[config.mk]
export PLATFORM = sky130hd
export DESIGN_NAME = md5_message_digest
export DESIGN_NICKNAME = d
export VERILOG_FILES = /design/src/rtl/core/md5_pkg.sv /design/src/rtl/core/md5_front.sv /design/src/rtl/core/md5_queue.sv /design/src/rtl/core/md5_back.sv /design/src/rtl/core/md5_message_digest.sv
export SDC_FILE = /design/constraint.sdc
export NUM_CORES = 2
export LEC_CHECK = 0
export ABC_CLOCK_PERIOD_IN_PS = 11300
export BUFFER_PORTS_ARGS = -buffer_cell sky130_fd_sc_hd__buf_4
export CAP_MARGIN = 20
export CELL_PAD_IN_SITES_DETAIL_PLACEMENT = 1
export CELL_PAD_IN_SITES_GLOBAL_PLACEMENT = 1
export CORE_UTILIZATION = 53
export CTS_CLUSTER_DIAMETER = 200
export DETAILED_ROUTE_END_ITERATION = 8
export PLACE_DENSITY_LB_ADDON = 0.3
export RECOVER_POWER = 100
export SYNTH_ARGS = -nofsm -noshare
export SYNTH_HDL_FRONTEND = slang
export SYNTH_SLANG_ARGS = --single-unit
[constraint.sdc]
create_clock -name i_clk -period 11.3 [get_ports i_clk]
set_clock_uncertainty 0.15 [all_clocks]
set_input_delay 1.13 -clock i_clk [delete_from_list [all_inputs] [get_ports i_clk]]
set_output_delay 1.13 -clock i_clk [all_outputs]
set_load 0.03 [all_outputs]
[src/rtl/core/md5_pkg.sv]
// Shared types, constants and round functions for the MD5 digest block.
// Used by md5_front, md5_queue, md5_back and md5_message_digest.
// No dependencies.
package md5_pkg;

    typedef enum logic {
        F_DATA,
        F_PAD
    } t_front_st;

    typedef enum logic [1:0] {
        B_IDLE,
        B_RUN,
        B_ADD,
        B_OUT
    } t_back_st;

    // front -> queue: word write and block commit
    typedef struct packed {
        logic        we;
        logic [3:0]  addr;
        logic [31:0] data;
        logic        commit;
        logic        fin;
    } t_wr_req;

    // back -> queue: word read address and slot hand-back
    typedef struct packed {
        logic [3:0] addr;
        logic       done;
    } t_rd_req;

    // queue -> back: block status and registered read data
    typedef struct packed {
        logic        avail;
        logic        fin;
        logic [31:0] data;
    } t_rd_rsp;

    localparam logic [31:0] IV [4] = '{
        32'h67452301, 32'hefcdab89, 32'h98badcfe, 32'h10325476
    };

    localparam logic [31:0] RK [64] = '{
        32'hd76aa478, 32'he8c7b756, 32'h242070db, 32'hc1bdceee,
        32'hf57c0faf, 32'h4787c62a, 32'ha8304613, 32'hfd469501,
        32'h698098d8, 32'h8b44f7af, 32'hffff5bb1, 32'h895cd7be,
        32'h6b901122, 32'hfd987193, 32'ha679438e, 32'h49b40821,
        32'hf61e2562, 32'hc040b340, 32'h265e5a51, 32'he9b6c7aa,
        32'hd62f105d, 32'h02441453, 32'hd8a1e681, 32'he7d3fbc8,
        32'h21e1cde6, 32'hc33707d6, 32'hf4d50d87, 32'h455a14ed,
        32'ha9e3e905, 32'hfcefa3f8, 32'h676f02d9, 32'h8d2a4c8a,
        32'hfffa3942, 32'h8771f681, 32'h6d9d6122, 32'hfde5380c,
        32'ha4beea44, 32'h4bdecfa9, 32'hf6bb4b60, 32'hbebfbc70,
        32'h289b7ec6, 32'heaa127fa, 32'hd4ef3085, 32'h04881d05,
        32'hd9d4d039, 32'he6db99e5, 32'h1fa27cf8, 32'hc4ac5665,
        32'hf4292244, 32'h432aff97, 32'hab9423a7, 32'hfc93a039,
        32'h655b59c3, 32'h8f0ccc92, 32'hffeff47d, 32'h85845dd1,
        32'h6fa87e4f, 32'hfe2ce6e0, 32'ha3014314, 32'h4e0811a1,
        32'hf7537e82, 32'hbd3af235, 32'h2ad7d2bb, 32'heb86d391
    };

    localparam logic [4:0] ROT [16] = '{
        5'd7, 5'd12, 5'd17, 5'd22, 5'd5, 5'd9,  5'd14, 5'd20,
        5'd4, 5'd11, 5'd16, 5'd23, 5'd6, 5'd10, 5'd15, 5'd21
    };

    // step on which the first round's a+K+M sum is formed from the chain
    localparam logic [6:0] STEP_FIRST_AKM = 7'd2;
    // first step that executes a round, and the step of the last round
    localparam logic [6:0] STEP_FIRST_ROUND = 7'd3;
    localparam logic [6:0] STEP_LAST_ROUND  = 7'd66;

    function automatic logic [31:0] rol(input logic [31:0] x, input logic [4:0] n);
        logic [63:0] t;
        t = {x, x} << n;
        return t[63:32];
    endfunction

    // message word used by round j
    function automatic logic [3:0] msg_index(input logic [5:0] j);
        logic [3:0] j4;
        logic [3:0] g;
        j4 = j[3:0];
        unique case (j[5:4])
            2'd0: g = j4;
            2'd1: g = j4 + {j4[1:0], 2'b00} + 4'd1;
            2'd2: g = j4 + {j4[2:0], 1'b0} + 4'd5;
            2'd3: g = {j4[0], 3'b000} - j4;
            default: g = j4;
        endcase
        return g;
    endfunction

    function automatic logic [31:0] round_f(input logic [1:0] grp, input logic [31:0] b,
                                            input logic [31:0] c, input logic [31:0] d);
        logic [31:0] f;
        unique case (grp)
            2'd0: f = (b & c) | (~b & d);
            2'd1: f = (d & b) | (~d & c);
            2'd2: f = b ^ c ^ d;
            2'd3: f = c ^ (b | ~d);
            default: f = b ^ c ^ d;
        endcase
        return f;
    endfunction

endpackage

[src/rtl/core/md5_front.sv]
// Front end: takes message bytes, packs them into block words, counts the
// length and writes the padding words. Depends on md5_pkg.
module md5_front (
    input  logic              i_clk,
    input  logic              i_rst_n,
    input  logic              i_valid,
    output logic              o_ready,
    input  logic [7:0]        i_data_byte,
    input  logic              i_byte_valid,
    input  logic              i_last,
    input  logic              i_wr_free,
    output md5_pkg::t_wr_req  o_wr
);

    md5_pkg::t_front_st r_st, n_st;
    logic [5:0]  r_fill, n_fill;
    logic [60:0] r_len, n_len;
    logic [23:0] r_word, n_word;
    logic [3:0]  r_wi, n_wi;
    logic        r_first, n_first;
    logic        r_lenblk, n_lenblk;
    logic [31:0] pad_word;

    always_ff @(posedge i_clk) begin
        if (!i_rst_n) begin
            r_st     <= md5_pkg::F_DATA;
            r_fill   <= '0;
            r_len    <= '0;
            r_wi     <= '0;
            r_first  <= 1'b0;
            r_lenblk <= 1'b0;
        end else begin
            r_st     <= n_st;
            r_fill   <= n_fill;
            r_len    <= n_len;
            r_wi     <= n_wi;
            r_first  <= n_first;
            r_lenblk <= n_lenblk;
        end
    end

    always_ff @(posedge i_clk) begin
        r_word <= n_word;
    end

    // keep the bytes below the fill point, put 0x80 at it, zero above
    always_comb begin
        unique case (r_fill[1:0])
            2'd0: pad_word = 32'h0000_0080;
            2'd1: pad_word = {16'h0000, 8'h80, r_word[7:0]};
            2'd2: pad_word = {8'h00, 8'h80, r_word[15:0]};
            2'd3: pad_word = {8'h80, r_word[23:0]};
            default: pad_word = 32'h0000_0080;
        endcase
    end

    always_comb begin
        n_st     = r_st;
        n_fill   = r_fill;
        n_len    = r_len;
        n_word   = r_word;
        n_wi     = r_wi;
        n_first  = r_first;
        n_lenblk = r_lenblk;
        o_ready  = 1'b0;
        o_wr     = '0;
        unique case (r_st)
            md5_pkg::F_DATA: begin
                o_ready = i_wr_free;
                if (i_valid && i_wr_free) begin
                    if (i_byte_valid) begin
                        n_len = r_len + 61'd1;
                        unique case (r_fill[1:0])
                            2'd0: n_word = {16'h0000, i_data_byte};
                            2'd1: n_word[15:8] = i_data_byte;
                            2'd2: n_word[23:16] = i_data_byte;
                            2'd3: n_word = r_word;
                            default: n_word = r_word;
                        endcase
                        o_wr.we     = (r_fill[1:0] == 2'd3);
                        o_wr.addr   = r_fill[5:2];
                        o_wr.data   = {i_data_byte, r_word};
                        o_wr.commit = (r_fill == 6'd63);
                        n_fill      = r_fill + 6'd1;
                    end
                    if (i_last) begin
                        n_st     = md5_pkg::F_PAD;
                        n_wi     = n_fill[5:2];
                        n_first  = 1'b1;
                        // length fits in this block only below byte 56
                        n_lenblk = (n_fill[5:3] != 3'b111);
                    end
                end
            end
            md5_pkg::F_PAD: begin
                if (i_wr_free) begin
                    o_wr.we   = 1'b1;
                    o_wr.addr = r_wi;
                    if (r_first) begin
                        o_wr.data = pad_word;
                    end else if (r_lenblk && r_wi == 4'd14) begin
                        o_wr.data = {r_len[28:0], 3'b000};
                    end else if (r_lenblk && r_wi == 4'd15) begin
                        o_wr.data = r_len[60:29];
                    end else begin
                        o_wr.data = '0;
                    end
                    n_first = 1'b0;
                    if (r_wi == 4'd15) begin
                        o_wr.commit = 1'b1;
                        o_wr.fin    = r_lenblk;
                        n_wi        = '0;
                        if (r_lenblk) begin
                            n_st   = md5_pkg::F_DATA;
                            n_fill = '0;
                            n_len  = '0;
                        end else begin
                            n_lenblk = 1'b1;
                        end
                    end else begin
                        n_wi = r_wi + 4'd1;
                    end
                end
            end
            default: n_st = md5_pkg::F_DATA;
        endcase
    end

endmodule

[src/rtl/core/md5_queue.sv]
// Two-slot block queue between front and back: a 32-word memory holding two
// 16-word blocks, with full and final flags per slot. Depends on md5_pkg.
module md5_queue (
    input  logic              i_clk,
    input  logic              i_rst_n,
    input  md5_pkg::t_wr_req  i_wr,
    output logic              o_wr_free,
    input  md5_pkg::t_rd_req  i_rd,
    output md5_pkg::t_rd_rsp  o_rd
);

    logic [31:0] r_mem [32];
    logic [31:0] r_rdata;
    logic [1:0]  r_full, n_full;
    logic [1:0]  r_fin;
    logic        r_wsl;
    logic        r_rsl;

    // a commit fills the write slot, a hand-back empties the read slot
    always_comb begin
        n_full = r_full;
        if (i_wr.commit) begin
            n_full[r_wsl] = 1'b1;
        end
        if (i_rd.done) begin
            n_full[r_rsl] = 1'b0;
        end
    end

    always_ff @(posedge i_clk) begin
        if (!i_rst_n) begin
            r_full <= '0;
            r_wsl  <= 1'b0;
            r_rsl  <= 1'b0;
        end else begin
            r_full <= n_full;
            if (i_wr.commit) begin
                r_wsl <= ~r_wsl;
            end
            if (i_rd.done) begin
                r_rsl <= ~r_rsl;
            end
        end
    end

    always_ff @(posedge i_clk) begin
        if (i_wr.commit) begin
            r_fin[r_wsl] <= i_wr.fin;
        end
    end

    always_ff @(posedge i_clk) begin
        if (i_wr.we) begin
            r_mem[{r_wsl, i_wr.addr}] <= i_wr.data;
        end
        r_rdata <= r_mem[{r_rsl, i_rd.addr}];
    end

    assign o_wr_free  = !r_full[r_wsl];
    assign o_rd.avail = r_full[r_rsl];
    assign o_rd.fin   = r_fin[r_rsl];
    assign o_rd.data  = r_rdata;

endmodule

[src/rtl/core/md5_back.sv]
// Back end: 64-round compression, one round per cycle, chaining words and
// digest output. Reads blocks from md5_queue; depends on md5_pkg.
module md5_back (
    input  logic              i_clk,
    input  logic              i_rst_n,
    input  md5_pkg::t_rd_rsp  i_rd,
    output md5_pkg::t_rd_req  o_rd,
    output logic              o_valid,
    input  logic              i_ready,
    output logic [31:0]       o_digest_word,
    output logic [1:0]        o_word_index,
    output logic              o_last_word
);

    md5_pkg::t_back_st r_st, n_st;
    logic [6:0]  r_step, n_step;
    logic [1:0]  r_oidx, n_oidx;
    logic [31:0] r_h [4];
    logic [31:0] n_h [4];
    logic [31:0] r_a, r_b, r_c, r_d;
    logic [31:0] r_km, r_akm;
    logic [31:0] n_km, n_akm;
    logic [5:0]  rnd;
    logic [5:0]  km_idx;
    logic        round_en;
    logic [31:0] new_b;

    always_ff @(posedge i_clk) begin
        if (!i_rst_n) begin
            r_st   <= md5_pkg::B_IDLE;
            r_step <= '0;
            r_oidx <= '0;
            for (int i = 0; i < 4; i++) begin
                r_h[i] <= md5_pkg::IV[i];
            end
        end else begin
            r_st   <= n_st;
            r_step <= n_step;
            r_oidx <= n_oidx;
            for (int i = 0; i < 4; i++) begin
                r_h[i] <= n_h[i];
            end
        end
    end

    // message word of round j is addressed at step j, then added to K and a
    assign rnd      = 6'(r_step - md5_pkg::STEP_FIRST_ROUND);
    assign km_idx   = 6'(r_step - 7'd1);
    assign round_en = (r_st == md5_pkg::B_RUN) && (r_step >= md5_pkg::STEP_FIRST_ROUND);
    assign n_km     = i_rd.data + md5_pkg::RK[km_idx];
    // a of the next round is the current d, or h0 before the first round
    assign n_akm    = ((r_step == md5_pkg::STEP_FIRST_AKM) ? r_h[0] : r_d) + r_km;
    assign new_b    = r_b + md5_pkg::rol(md5_pkg::round_f(rnd[5:4], r_b, r_c, r_d) + r_akm,
                                         md5_pkg::ROT[{rnd[5:4], rnd[1:0]}]);

    always_ff @(posedge i_clk) begin
        r_km  <= n_km;
        r_akm <= n_akm;
        if (r_st == md5_pkg::B_IDLE) begin
            r_a <= r_h[0];
            r_b <= r_h[1];
            r_c <= r_h[2];
            r_d <= r_h[3];
        end else if (round_en) begin
            r_a <= r_d;
            r_d <= r_c;
            r_c <= r_b;
            r_b <= new_b;
        end
    end

    always_comb begin
        n_st      = r_st;
        n_step    = r_step;
        n_oidx    = r_oidx;
        for (int i = 0; i < 4; i++) begin
            n_h[i] = r_h[i];
        end
        o_rd.addr = md5_pkg::msg_index(r_step[5:0]);
        o_rd.done = 1'b0;
        o_valid   = 1'b0;
        unique case (r_st)
            md5_pkg::B_IDLE: begin
                n_step = '0;
                if (i_rd.avail) begin
                    n_st = md5_pkg::B_RUN;
                end
            end
            md5_pkg::B_RUN: begin
                n_step = r_step + 7'd1;
                if (r_step == md5_pkg::STEP_LAST_ROUND) begin
                    n_st = md5_pkg::B_ADD;
                end
            end
            md5_pkg::B_ADD: begin
                n_h[0]    = r_h[0] + r_a;
                n_h[1]    = r_h[1] + r_b;
                n_h[2]    = r_h[2] + r_c;
                n_h[3]    = r_h[3] + r_d;
                o_rd.done = 1'b1;
                n_oidx    = '0;
                n_st      = i_rd.fin ? md5_pkg::B_OUT : md5_pkg::B_IDLE;
            end
            md5_pkg::B_OUT: begin
                o_valid = 1'b1;
                if (i_ready) begin
                    if (r_oidx == 2'd3) begin
                        // digest delivered: restart the chain
                        for (int i = 0; i < 4; i++) begin
                            n_h[i] = md5_pkg::IV[i];
                        end
                        n_st = md5_pkg::B_IDLE;
                    end else begin
                        n_oidx = r_oidx + 2'd1;
                    end
                end
            end
            default: n_st = md5_pkg::B_IDLE;
        endcase
    end

    assign o_digest_word = r_h[r_oidx];
    assign o_word_index  = r_oidx;
    assign o_last_word   = (r_oidx == 2'd3);

endmodule

[src/rtl/core/md5_message_digest.sv]
// MD5 digest of a byte stream. Top level: front end, two-block queue and
// compression back end. Depends on md5_pkg, md5_front, md5_queue, md5_back.
//
// Input channel (i_valid/o_ready): one beat carries one message byte
// (i_data_byte, qualified by i_byte_valid) and i_last, which closes the
// message. A last beat with i_byte_valid low ends a message without a byte,
// so an empty message is a single such beat.
// Output channel (o_valid/i_ready): four beats per message, h0..h3 in order,
// o_word_index 0..3, o_last_word on the fourth. Digest bytes are each word
// taken little-endian.
// Throughput: the front takes one byte per cycle while the queue has a free
// slot and it is not writing pad words. Per 64-byte block the back picks up
// the slot, runs one MD5 round per cycle behind a fetch lead (read data,
// K+M, a+K+M), then adds the chain and hands the slot back; meanwhile the
// front can fill the other slot. After the last beat the front writes up to
// 18 pad words, one per cycle while the queue has a free block slot.
// A stalled receiver holds the back end in its output state; the front keeps
// taking bytes until both block slots are full. Reset (synchronous, active
// low) empties the queue and loads the standard initial chaining values.
module md5_message_digest (
    input  logic        i_clk,
    input  logic        i_rst_n,
    input  logic        i_valid,
    output logic        o_ready,
    input  logic [7:0]  i_data_byte,
    input  logic        i_byte_valid,
    input  logic        i_last,
    output logic        o_valid,
    input  logic        i_ready,
    output logic [31:0] o_digest_word,
    output logic [1:0]  o_word_index,
    output logic        o_last_word
);

    md5_pkg::t_wr_req wr;
    md5_pkg::t_rd_req rd_req;
    md5_pkg::t_rd_rsp rd_rsp;
    logic             wr_free;

    md5_front u_front (
        .i_clk        (i_clk),
        .i_rst_n      (i_rst_n),
        .i_valid      (i_valid),
        .o_ready      (o_ready),
        .i_data_byte  (i_data_byte),
        .i_byte_valid (i_byte_valid),
        .i_last       (i_last),
        .i_wr_free    (wr_free),
        .o_wr         (wr)
    );

    md5_queue u_queue (
        .i_clk     (i_clk),
        .i_rst_n   (i_rst_n),
        .i_wr      (wr),
        .o_wr_free (wr_free),
        .i_rd      (rd_req),
        .o_rd      (rd_rsp)
    );

    md5_back u_back (
        .i_clk         (i_clk),
        .i_rst_n       (i_rst_n),
        .i_rd          (rd_rsp),
        .o_rd          (rd_req),
        .o_valid       (o_valid),
        .i_ready       (i_ready),
        .o_digest_word (o_digest_word),
        .o_word_index  (o_word_index),
        .o_last_word   (o_last_word)
    );

endmodule
==> metrics.md <==
| Metric | Value |
|---|---|
| Cell Area, Synth | 77610 um^2 |
| Largest family of logic cells by synthesized area | multiplexers |
| Critical path capture point type | register |
| Xor and xnor area share after synthesis | roughly 3.4% |
| Io pins | 51 |
| Final Cell Area | approximately 85000 um^2 |
| Dpl cell area | 80590 um^2 |
| Reg2reg end | u_back.r_km[31] |
| Worst path depth | 25 |
| Power per cell area | 153.8 nW/um^2 |
| Fin worst setup slack | 0.6680 ns |
| First-pass GRT wire length | 395600 um |
| Area contributors post-synth | edfxtp_1 (46%), mux4_2 (9.7%), dfxtp_1 (8.1%) |
| Routability cong. | ~0.96 |
| Post-Synth Simple-Gate Area | 9.815% |
| Top-area cell type share of the netlist area | roughly 46% |
| Iter 0 DRT Violations | ~7k |
| Most frequent CP cell | a21oi_1 |
| Htree depth | 4 |
| Final WL | approximately 290000 um |
| Status | finished, violations left |
| Vias/cell | between 6 and 7 |
| Leakage | around 30 nW |
| Die W | around 380 um |
| Clock buffer depth | 3 |
| Sequential share of the synthesized area | a little over half |
| Worst Path Max Fanout | 54 |
| Die Ht | roughly 380 um |
| Mux share of post-synthesis cell area | roughly 13% |
| Drt pass-1 iters | 5 |
| Nets@finish | between 6k and 7k |
| Finished Core Util | between 50% and 60% |
| Maximum clock rate | roughly 94 MHz |
| Top cells by count, synth | edfxtp_1 (1178), nand2_1 (703), nor2_1 (426), a21oi_1 (396), mux4_2 (333) |
| Post-DRT Antenna Nets | 0 |
| Net Count, Synth | about 6.7k |
| CTS tree | done |
| Vias in the first global route | between 50k and 60k |
| Clk Latency, worst-skew pair | 0.83 ns |
| EDFF count, synth | 1178 |
| Hold Crit Class | reg -> reg |
| Port Buffers | 50 |
| Inserted Clock Buffers | between 150 and 200 |
| Post-synthesis compound-gate area fraction | about an eighth |
| WP data arrival | between 10 and 15 ns |
| Top Family by Delay on Critical Path | compound AO/OA/AOI/OAI gates |
| RSZ-0062 raised after global routing | false |
| Max-slew headroom | -304.7% |
| Root Buffer | clkbuf_16 |
| WP data required | 11.78 ns |
| GR met3 Demand/Resource | 5.606% |
| Final hold viol count | 0 |
| Final std cells w/o fill | 8409 |
| Setup crit start kind | register |
| Gr usage total | between 30 and 40% |
| Worst path bufs/invs | 6 |
| Initial Utilization | a little over half |
| Count of cell types in the netlist | about 100 |
| Setup violators final | 0 |
| Final worst-path cycle share | 94.09% |
| Worst slack at placement | roughly 0.90 ns |
| GR peak layer | met2 |
| Slowest stage delay, CP | between 1.5 and 2 ns |
| Initial antenna violation count | 9 |
| Post-synthesis cell count | 6351 |
| Critical path class | reg -> reg |
| Layout area overhead | 10.08% |
| FF-to-FF setup slack | 0.67 ns |
| Max cap viols | 70 |
| Synth Register Bits | around 1.5k |
| Total congestion overflow | 0 |
| Tmin final | between 10 and 15 ns |
| DIE AREA | 148000 um^2 |
| Post-Synth Adder-Cell Area | around 5.1% |
| DRC | 0 |
| CP max-delay cell | clkbuf_1 |
| Async set or reset register ratio after synthesis | 0% |
| Max VDD drop | 0.1741 mV |
| Clock transition at path regs | approximately 0.06 ns |
| Total core area | around 150000 um^2 |
| Synth Warn # | 0 |
| Met2 usage | between 60% and 70% |
| FF-to-FF Start | u_back.r_step[0] |
| Reg2reg path depth | 25 |
| Top FF cell, synth | edfxtp_1 |
| Most frequent cell after synthesis | edfxtp_1 |
| Syn Area/Cell | about 12 um^2 |
| CP Capture Point | u_back.r_km[31] |
| Failing checks | capacitance limit, slew limit |
| Worst setup path start | u_back.r_step[0] |
| Dpl cells | about 8.1k |
| Vias | slightly below 60k |
| DP HPWL | 164300 um |
| Worst Max-Slew Pin Slew | slightly above 6 ns |
| Final slew viol count | 2470 |
| WL/cell | about 34 um |
| Largest net degree at the start of global routing | between 100 and 150 |
| Biggest area consumer among synthesized cells | edfxtp_1 |
| GR Layer Usage met1 | a little under half |
| Final setup TNS | 0 ns |
| Share of layout cells above drive strength 1 | 11.89% |
| Clk sinks | 1493 |
| # rows | 140 |
| Post-CTS setup buffers | 0 |
[kinds of logic after synthesis]
family,after synthesis
DFF,1493
AOI/OAI and AO/OA,1515
buffers and inverters,472
adders and majority gates,311
xor gates and xnor gates,299
and+or+nand+nor,1681
muxes,580
[per-layer routing]
| layer | up-vias | part of all wire [%] |
|---|---|---|
| met5 | - | 0.017 |
| met4 | 8 | 7.4 |
| met3 | 1038 | 8.6 |
| met2 | 3803 | 48 |
| met1 | 29343 | 36 |
| li1 | 24257 | - |
[worst min-delay path by stage]
stage,start,endpoint,slack [ns],depth (start not counted)
4_1_cts,i_data_byte[3],u_front.r_word[3],0.35,1
5_1_grt,u_back.r_h[3][23],u_back.r_h[3][23],0.39,2
6_report,u_back.r_h[3][23],u_back.r_h[3][23],0.36,2
3_5_place_dp,u_front.r_len[23],u_front.r_len[23],0.33,2
3_3_place_gp,u_front.r_len[57],u_front.r_len[57],0.32,2
2_1_floorplan,u_back.r_km[0],u_back.r_akm[0],0.28,1
[stage by stage]
step	hold slack [ns]	total power, mW
6_report	0.3580	13.14
5_1_grt	0.3851	13.44
4_1_cts	0.3494	13.05
2_1_floorplan	0.2824	7.169
3_5_place_dp	0.3318	7.683
3_3_place_gp	0.3174	7.641
[worst min-delay path, cell delays in order (launching register included)]
cell	delay (ns)
dfxtp_1	0.34
nand2_1	0.06
o21ai_0	0.06
[report_power, final]
group          switching [mW]  internal (mW)  total, mW
sequential             0.0773           5.96       6.04
combinational            1.02          0.567       1.58
clock                    2.46           3.06       5.52
total                    3.55           9.59       13.1
[layout make-up]
type	instances	area [um^2]
timing repair buffer	187	999.7
clock buffer	214	4284
multi-input combinational	4386	34470
clock inverter	80	1101
antenna	1	2.502
inverter	131	491.7
fill	14442	60140
sequential	1493	41680
tap	1917	2399
[state kept, by name, summed over array words and instances (netlist names), 24 cells and up, named ones only]
signal	flops
u_front.r_len	61
u_back.r_c	32
u_back.r_akm	32
u_back.r_a	32
u_back.r_d	32
u_queue.r_mem	1024
u_back.r_km	32
u_back.r_h	128
u_back.r_b	32
u_front.r_word	24
u_queue.r_rdata	32
[layout by cell type, fill, tap and decap left out, types with 19 or more instances in the layout]
| cell type | count |
|---|---|
| clkbuf_16 | 158 |
| nor3_1 | 53 |
| nand2_1 | 703 |
| a21o_1 | 118 |
| ha_1 | 298 |
| xnor2_1 | 175 |
| mux2_2 | 50 |
| nand3_1 | 112 |
| inv_1 | 129 |
| a311oi_1 | 19 |
| a221o_1 | 33 |
| a21oi_1 | 391 |
| a21boi_0 | 24 |
| clkinv_2 | 23 |
| edfxtp_1 | 1178 |
| a211oi_1 | 70 |
| and2_1 | 23 |
| a211o_1 | 19 |
| mux4_2 | 332 |
| and2_0 | 25 |
| o31ai_1 | 20 |
| o21bai_1 | 36 |
| o211ai_1 | 41 |
| nor2_4 | 30 |
| or3_1 | 74 |
| nand4_1 | 29 |
| nor2_1 | 396 |
| xor2_1 | 111 |
| nand2b_1 | 35 |
| nor2b_1 | 78 |
| o22ai_1 | 58 |
| a22oi_1 | 71 |
| o21a_1 | 42 |
| clkbuf_1 | 171 |
| and3_1 | 43 |
| a31oi_1 | 88 |
| buf_4 | 53 |
| dfxtp_1 | 313 |
| o21ai_0 | 331 |
| mux2i_1 | 196 |
[repair_timing]
action                                  CTS  global route
endpoints found under the setup margin    0             1
gates resized for setup                   0             1
hold buffers                              0             0
endpoints found under the hold margin     0             0
Note: power is estimated with default switching activity, not from simulation.
